==> config.mk <==
export PLATFORM = sky130hd
export DESIGN_NAME = ffas_rem
export DESIGN_NICKNAME = d
export VERILOG_FILES = /design/src/design/ffas_pkg.sv /design/src/design/ffas_rem.sv
export SDC_FILE = /design/constraint.sdc
export NUM_CORES = 1
export LEC_CHECK = 0
export BUFFER_PORTS_ARGS = -buffer_cell sky130_fd_sc_hd__buf_4
export CAP_MARGIN = 10
export CORE_ASPECT_RATIO = 0.75
export CORE_MARGIN = 2
export CORE_UTILIZATION = 57
export DETAILED_ROUTE_END_ITERATION = 6
export MAX_ROUTING_LAYER = met4
export PLACE_DENSITY = 0.9
export REMOVE_ABC_BUFFERS = 1
export SETUP_SLACK_MARGIN = 0.02
export SYNTH_ARGS = -nofsm -noshare
export SYNTH_HDL_FRONTEND = slang
export SYNTH_SLANG_ARGS = --single-unit
==> constraint.sdc <==
create_clock -name clk -period 3.5 [get_ports clk]
set_input_delay 0.7 -clock clk [delete_from_list [all_inputs] [get_ports clk]]
set_output_delay 0.7 -clock clk [all_outputs]
set_load 0.01 [all_outputs]
==> src/design/ffas_pkg.sv <==
// Shared types, constants and state codes for the first-fit aligned suballocator.
package ffas_pkg;

  localparam int MAX_CHUNKS  = 8;
  localparam int MAX_ENTRIES = 64;

  localparam int CIW = $clog2(MAX_CHUNKS);
  localparam int CCW = $clog2(MAX_CHUNKS + 1);
  localparam int EIW = $clog2(MAX_ENTRIES);
  localparam int ECW = $clog2(MAX_ENTRIES + 1);
  localparam int AW  = CIW + EIW;
  localparam int DEPTH = MAX_CHUNKS * MAX_ENTRIES;
  localparam int WW  = 35;

  localparam logic [31:0] CHUNK_BYTES_RST = 32'd67108864;
  localparam logic [31:0] GRAN_BYTES_RST  = 32'd1024;

  typedef enum logic {OP_ALLOC = 1'b0, OP_FREE = 1'b1} op_t;

  typedef enum logic [1:0] {
    ST_DONE      = 2'd0,
    ST_NO_ROOM   = 2'd1,
    ST_NOT_FOUND = 2'd2,
    ST_NULL      = 2'd3
  } status_t;

  typedef enum logic {CFG_CHUNK_BYTES = 1'b0, CFG_GRAN_BYTES = 1'b1} cfg_idx_t;

  typedef struct packed {
    logic        op;
    logic [31:0] owner_handle;
    logic [31:0] request_bytes;
    logic [31:0] align_bytes;
  } in_beat_t;

  typedef struct packed {
    logic [1:0]  status;
    logic [2:0]  chunk_index;
    logic [31:0] block_offset;
  } out_beat_t;

  typedef struct packed {
    logic [31:0] blk_start;
    logic [31:0] blk_end;
    logic [31:0] blk_owner;
  } entry_t;

  typedef enum logic [4:0] {
    S_IDLE, S_RESP,
    S_F_CHUNK, S_F_CHECK, S_F_SHRD, S_F_SHWR,
    S_A_EPAD, S_A_EPADW, S_A_CHUNK, S_A_RD, S_A_RD2, S_A_NX,
    S_A_R1, S_A_R1W, S_A_R2W, S_A_CMP, S_A_INS, S_A_INSC, S_A_WR, S_A_NEW
  } state_t;

endpackage

==> src/design/ffas_rem.sv <==
// Bit-serial restoring remainder unit: dividend modulo divisor, one bit per cycle.
module ffas_rem (
  input  logic                      clk,
  input  logic                      rst_n,
  input  logic                      start,
  input  logic [ffas_pkg::WW-1:0]   num,
  input  logic [31:0]               den,
  output logic                      done,
  output logic [31:0]               rem
);
  import ffas_pkg::*;

  localparam int CW = $clog2(WW + 1);

  logic [WW-1:0] q_r, q_nxt;
  logic [31:0]   rem_r, rem_nxt;
  logic [31:0]   den_r, den_nxt;
  logic [CW-1:0] cnt_r, cnt_nxt;
  logic          done_r, done_nxt;
  logic [32:0]   trial;

  assign trial = {rem_r, q_r[WW-1]};

  always_comb begin
    q_nxt    = q_r;
    rem_nxt  = rem_r;
    den_nxt  = den_r;
    cnt_nxt  = cnt_r;
    done_nxt = 1'b0;
    if (start) begin
      q_nxt   = num;
      rem_nxt = 32'd0;
      den_nxt = den;
      cnt_nxt = CW'(WW);
    end else if (cnt_r != '0) begin
      q_nxt   = {q_r[WW-2:0], 1'b0};
      rem_nxt = (trial >= {1'b0, den_r}) ? 32'(trial - {1'b0, den_r}) : trial[31:0];
      cnt_nxt = cnt_r - CW'(1);
      done_nxt = (cnt_r == CW'(1));
    end
  end

  always_ff @(posedge clk) begin
    if (!rst_n) begin
      cnt_r  <= '0;
      done_r <= 1'b0;
    end else begin
      cnt_r  <= cnt_nxt;
      done_r <= done_nxt;
    end
    q_r   <= q_nxt;
    rem_r <= rem_nxt;
    den_r <= den_nxt;
  end

  assign done = done_r;
  assign rem  = rem_r;

endmodule

Word level (Yosys, flattened, before mapping):

Index checks and enable logic that the tools add are counted.

* add/sub/neg operators: 2
* magnitude comparators: 1
* equality and inequality tests: 1
* mux-type cells: 5
* bitwise operators: 2
* reductions and logical operators: 4

Operators by type and width (count)
* 2-to-1 mux 35 bit: 2
* >= comparator 33 x 32 -> 1 bit: 1
* 2-to-1 mux 32 bit: 1
* subtractor 32 bit: 1
* 2-to-1 mux 6 bit: 2
* == test 6 x 1 -> 1 bit (second input constant): 1
* nonzero test 6 bit: 1
* subtractor 6 x 1 -> 6 bit (second input constant): 1
* OR reduction 3 bit: 1
* inverter 1 bit: 2
* nonzero test 2 bit: 1
* OR reduction 2 bit: 1

* bits in registers: 106
* input port bits: 70
* output and inout bits: 33
* logic and storage cells: 21

Logic depth before layout (Yosys ltp):

Gate-level depths: netlist of run 1.

* depth after elaboration: 3
* depth in mapped cells: 12
* mapped depth without buffers: 12

Worst setup path after synthesis of run 1:

OpenSTA, ideal clock, no wires.

* kind: input port to flip-flop
* from: input port start
* to: register q_r[0] (enable)
* library setup time: 393 ps
* arrival time: 2327 ps
* data required time: 3107 ps
* setup slack: 780 ps
* stages: 5
* buffers on the path: 3
* cell sequence: clkbuf_1 clkinv_1 clkbuf_1 clkbuf_1 nand2_1

* cells in the longest elaborated chain, start to end: 1

RTL lines
* from (decl): RTL line ffas_rem.sv:5 `input logic start,`
* nonzero test 2 bit (no source line)
* to (signal assigned): RTL line ffas_rem.sv:51 `q_r <= q_nxt;`
* to (decl): RTL line ffas_rem.sv:15 `logic [WW-1:0] q_r, q_nxt;`

Every way passes these cells.
A chain may end at the register's enable or synchronous reset.

Worst setup path in the final report of run 1:

* from: register q_r[34]
* to: register rem_r[26], in the netlist rem[26]

* cells in the longest elaborated chain, start to end: 2
* elaborated cells between the ends (all ways): 3
* those cells by class: add/sub: 1; order compare: 1; mux: 1

RTL lines
* subtractor 32 bit or >= comparator 33 x 32 -> 1 bit (tied branches): RTL line ffas_rem.sv:37 `rem_nxt = (trial >= {1'b0, den_r}) ? 32'(trial - {1'b0, den_r}) : trial[31:0];`
* 2-to-1 mux 32 bit (*): RTL line ffas_rem.sv:37
* to (signal assigned): RTL line ffas_rem.sv:52 `rem_r <= rem_nxt;`
* to (decl): RTL line ffas_rem.sv:16 `logic [31:0] rem_r, rem_nxt;`

Every way passes the cells marked *; elsewhere a longest branch is shown, timed or not.

==> results.toml, run 1 <==
[pwr]
peakVddDrop_mv = 0.338
power_density_nw_per_um2 = 556
p_sw_frac = 0.356
pwr-share-seq = 0.397
p_leak_nw = 3.14
p_int_w = 0.00269
p_sw_w = 0.00149
power_frac_clock = 0.231
combPwrFrac = 0.373

[logic_synthesis]
synth-async-reset-ratio = 0
synth_top_cell_by_area = "edfxtp_1"
ys_seq_area_frac = 0.436
synth-edff-count = 67
synthFlopType = "edfxtp_1"
yosys_warnings = 0
syn_avg_cell_area_um2 = 9.94
ys_ff_latch = 106
synth_top_cell_area_share = 0.314
synth_cells = 644
synth.area.top_cells = "edfxtp_1 31%, dfxtp_1 12%, ha_1 6.8%, mux2_2 6.2%, nand3_1 3.4%"
ys_types = 71
netlist_area_um2 = 6400

[detailed_routing]
post-route-drc-count = 0
ant_nets = 0
initialDrtViolationCount = 462
num_vias = 5406
routed_wl_um = 16300
post_drt_via_cell_ratio = 6.19
firstDrtPassIters = 5
post_drt_wl_per_cell_um = 18.7

[global_route]
antenna_found_initial = 0
track_usage = 0.280
grt_pass1_vias = 5232
gr-total-overflow = 0
grt_start_max_net_pins = 44
grt_pass1_wl_um = 26000

[critical_path]
cp.required_ns = 3.79
crit_slowest_cell = "fa_1"
arrival_ns = 3.21
crit_top_cell = "inv_1"
critPathMaxFanout = 5
ff2ff_setup_slack_ns = 0.58
crit_path_end_kind = "flop"
critical_path_class = "flop to flop"
cp-start-kind = "flop"
slowest_delay_ns = 0.43
path_cells = "inv_1 -> ha_1 -> inv_1 -> fa_1 -> a211oi_2 -> o21ai_0 -> a31oi_1 -> a21oi_1 -> o21ai_2 -> nand2_1 -> a211oi_1 -> a31o_1"

[placed_design]
gp_congestion = 0.962
dpl.hpwl_um = 11600
io_buffer_count = 102
dp_cells = 857

[timing]
layout_min_cycle_time_ns = 2.92
finalClockSkew_ns = 0.0116
rsz0062_at_grt = "false"
slew_violations = 0
hold_viol = 0
fmax_ghz = 0.342
min_period_over_period = 0.835
hold_ws_ns = 0.516
setup_tns_ns = 0
tightest_slew_ns = 0.651
slew_headroom = 0.566
finalSetupViolations = 0

[flow_run]
max_cap_violations = 0

[final_layout]
multiInputGateArea_um2 = 3270
instances_no_fill = 873
seq_area_um2 = 2790
nFillCells = 845
postLayoutCoreUtil = 0.687
n_antenna_cell = 0
syn2layout_area_growth_pct = 17.3
fin_nets = 834
layout_commonest_cell = "buf_4"
mostFrequentLayoutCells = "113 x buf_4, 67 x edfxtp_1, 43 x nand3_1"
drive_above_1_share = 0.250

[clock_tree]
cts_buffer_depth = 2
clkLatencyLatePin_ns = 0.35
cts-resized-gates = 0
cts_hold_buf = 0
cts_tree = "built"
clock_sinks = 106
cts_setup_buffers = 0
clockRootBuffer = "clkbuf_16"
cts.htree.levels = 3
numCtsBuffers = 9
clkSlewWorstSetupHoldPaths_ns = 0.08

[floorplanning]
die_area_um2 = 12100
die_h_um = 95.8
die_w_um = 126
num_io_pins = 103
start_util = 0.585
num_rows = 33
coreArea_um2 = 10900

[min_path]
min_path_type = "input pin to flop"

[status]
outcome = "finished, final reports clean"
-- registers in the layout (all words and copies together), names as in the netlist --
| signal | cells |
|---|---|
| rem | 32 |
| done | 1 |
| cnt_r | 6 |
| q_r | 35 |
| den_r | 32 |
-- per-layer routing --
| metal | GRT usage | share of wire |
|---|---|---|
| met3 | 0.0684 | 0.092 |
| met4 | 0.0751 | 0.016 |
| met1 | 0.369 | 0.44 |
| met2 | 0.439 | 0.45 |
| met5 | - | 0 |
-- cell type report --
type,count,share of cell area
inverter,41,0.0205
clock inverter,6,0.00616
tap,140,0.0233
clock buffer,10,0.0305
sequential,106,0.372
multi-input combinational,457,0.435
timing repair buffer,113,0.113
-- synthesized netlist by cell type (3+ instances only) --
library cell / count
a21o_1: 4
a21boi_0: 3
o22ai_1: 6
inv_1: 39
a211oi_1: 6
mux2_2: 35
dfxtp_1: 39
a21oi_1: 32
nor2_1: 39
xor2_1: 7
buf_6: 3
ha_1: 35
nand2_1: 38
and3_1: 15
a41oi_1: 10
o211ai_1: 17
nor2b_1: 5
a21oi_2: 3
a31oi_1: 8
o21ai_0: 23
o21ai_1: 9
o21a_1: 9
and2_1: 4
a31o_1: 3
o31ai_1: 5
nand3_1: 43
xnor2_1: 21
o21ai_2: 3
buf_2: 15
nor3_1: 13
edfxtp_1: 67
clkbuf_1: 19
nand4_1: 5
o21bai_1: 5
a311oi_1: 10
-- kinds of logic (layout without fill, tap and decap cells) --
family	Yosys count	after routing	share of synthesized area
and+or+nand+nor	180	180	0.142
AOI/OAI and AO/OA	177	177	0.194
DFF	106	106	0.436
buffers and inverters	81	170	0.0547
adders and majority gates	36	36	0.0715
muxes	36	36	0.0631
xor gates and xnor gates	28	28	0.0383
-- power groups by stage --
stage	sequential (W)	combinational (W)	clock [W]
final	0.00166	0.00156	0.000964
after global placement	0.00167	0.00147	0
after global routing	0.00167	0.00170	0.00103
after CTS	0.00165	0.00153	0.000985
after detailed placement	0.00168	0.00152	0
after floorplan	0.00168	0.00100	0
-- metrics by stage --
stage / total power (W) / setup WS (ns) / area (um^2)
2_1_floorplan: 0.00268 / 0.599 / 6210
3_3_place_gp: 0.00314 / 0.670 / 7240
3_5_place_dp: 0.00320 / 0.616 / 7240
4_1_cts: 0.00417 / 0.581 / 7510
5_1_grt: 0.00441 / 0.305 / 7510
6_report: 0.00418 / 0.577 / 7510
-- critical path: cells and delay by family, from the launching register on --
kind	cells	cell delay, ns
AO/OA/AOI/OAI	7	1.61
adder cells (fa/ha/maj)	2	0.61
buffers and inverters	2	0.15
flip-flops	1	0.35
AND/OR/NAND/NOR	1	0.14
-- final timing paths --
check / startpoint / end / cells after the start
setup reg to reg: q_r[34] / rem[26] / 12
hold / removal: den[24] / den_r[24] / 1
hold reg to reg: rem[4] / rem[5] / 2
setup / recovery: q_r[34] / rem[26] / 12
Power figures use the tool's default switching activity.
==> inputs of run 2 (changes only) <==
Clock period 3.5 ns to 3 ns, I/O delays scaled along.
==> results.toml, run 2 (synthesis results as in run 1) <==
[critical_path]
worstReg2RegEnd = "rem[28]"
rr_worst_depth = 12
arrival_ns = 3.06
crit_path_end_kind = "flop"
ff2ff_setup_slack_ns = 0.17
cp-start-kind = "flop"
critPathMaxFanout = 3
critical_path_class = "flop to flop"
timing.rr.start = "q_r[34]"
cp.required_ns = 3.23

[floorplanning]
num_io_pins = 103
start_util = 0.585
die_w_um = 126
coreArea_um2 = 10900
die_h_um = 95.8
num_rows = 33
die_area_um2 = 12100

[final_layout]
top_register = "q_r"
drive_above_1_share = 0.272
fin_nets = 848
largest_reg_flops = 35
n_antenna_cell = 0
seq_area_um2 = 2790
layout_commonest_cell = "buf_4"
multiInputGateArea_um2 = 3300
nFillCells = 836
mostFrequentLayoutCells = "127 x buf_4, 67 x edfxtp_1, 43 x nand3_1"
syn2layout_area_growth_pct = 19.7

[detailed_routing]
post_drt_via_cell_ratio = 6.30
ant_nets = 0
post_drt_wl_per_cell_um = 19.0
firstDrtPassIters = 5
post-route-drc-count = 0
initialDrtViolationCount = 502
routed_wl_um = 16800
num_vias = 5584

[pwr]
p_leak_nw = 3.22
peakVddDrop_mv = 0.350
power_density_nw_per_um2 = 649
fin_total_pwr_w = 0.00498

[timing]
setup_tns_ns = 0
finalSetupViolations = 0
tightest_slew_ns = 0.595
rsz0062_at_grt = "false"
layout_min_cycle_time_ns = 2.83
slew_violations = 0
fin_ws_ns = 0.175
fmax_ghz = 0.354
slew_headroom = 0.603
min_period_over_period = 0.942
hold_viol = 0
hold_ws_ns = 0.409
finalClockSkew_ns = 0.0126

[placed_design]
gp_congestion = 0.982
place_ws_ns = 0.0980
io_buffer_count = 102
dpl.hpwl_um = 12000

[clock_tree]
clkSlewWorstSetupHoldPaths_ns = 0.08
cts_buffer_depth = 2
cts_tree = "built"
clock_sinks = 106
clkLatencyLatePin_ns = 0.36
clockRootBuffer = "clkbuf_16"
numCtsBuffers = 9
cts.htree.levels = 3

[global_route]
track_usage = 0.292
grt_pass1_wl_um = 27200
grt_start_max_net_pins = 45
gr-total-overflow = 0
grt_pass1_vias = 5475
antenna_found_initial = 0

[min_path]
whs_path_depth = 1
hold_path_startpoint = "den[5]"
min_path_type = "input pin to flop"
min_to = "den_r[5]"

[flow_run]
max_cap_violations = 0

[status]
outcome = "finished, final reports clean"
==> run 2: metrics by stage <==
| step | util | area [um^2] | std cells |
|---|---|---|---|
| detailed placement | 0.668 | 7310 | 867 |
| CTS | 0.695 | 7600 | 883 |
| global route | 0.700 | 7660 | 887 |
| finish | 0.700 | 7660 | 887 |
| floorplan | - | 6210 | 604 |
| global placement | 0.668 | 7310 | 867 |
==> run 2: cell type report <==
| class | count | area share |
|---|---|---|
| sequential | 106 | 0.364 |
| tap | 140 | 0.0229 |
| multi-input combinational | 457 | 0.431 |
| timing repair buffer | 127 | 0.124 |
| clock buffer | 10 | 0.0299 |
| inverter | 41 | 0.0201 |
| clock inverter | 6 | 0.00751 |
==> run 2: how the worst max path moves through the flow <==
stage	start	to	slack, ns	cells past startpoint
floorplan	rem[29]	rem[22]	0.1	6
CTS	q_r[34]	rem[28]	0.04	12
finish	q_r[34]	rem[28]	0.17	12
global route	q_r[34]	rem[28]	0.02	12
global placement	q_r[34]	rem[26]	0.16	12
detailed placement	q_r[34]	rem[28]	0.1	12
==> run 2: timing repair <==
| item | in CTS | in global routing |
|---|---|---|
| endpoints found under the setup margin | 0 | 8 |
| hold buffers | 0 | 0 |
| buffers inserted | 0 | 4 |
| resized for setup | 0 | 7 |
==> run 2: layer usage <==
| layer | vias up | track usage | wire [um] |
|---|---|---|---|
| met5 | - | - | 0 |
| met4 | 0 | 0.109 | 336 |
| met3 | 34 | 0.0689 | 1640 |
| met2 | 295 | 0.441 | 7520 |
| met1 | 2644 | 0.386 | 7350 |
| li1 | 2611 | - | - |
==> run 2: worst max-delay path, stage by stage (launching register included) <==
cell and delay [ns]:
edfxtp_1 0.36, inv_1 0.09, ha_1 0.17, inv_1 0.06, fa_2 0.38, a211oi_2 0.26, o21ai_0 0.14, a31oi_2 0.28
a41oi_2 0.19, a2111oi_2 0.41, a41oi_1 0.09, o311ai_1 0.14, o22ai_1 0.12
==> run 2: report_power, final <==
part | switching, W | leakage, nW | internal, W
Clock | 0.000583 | 0.141 | 0.000584
Combinational | 0.00107 | 2.08 | 0.000817
Sequential | 0.000142 | 0.999 | 0.00179
Total | 0.00179 | 3.22 | 0.00319
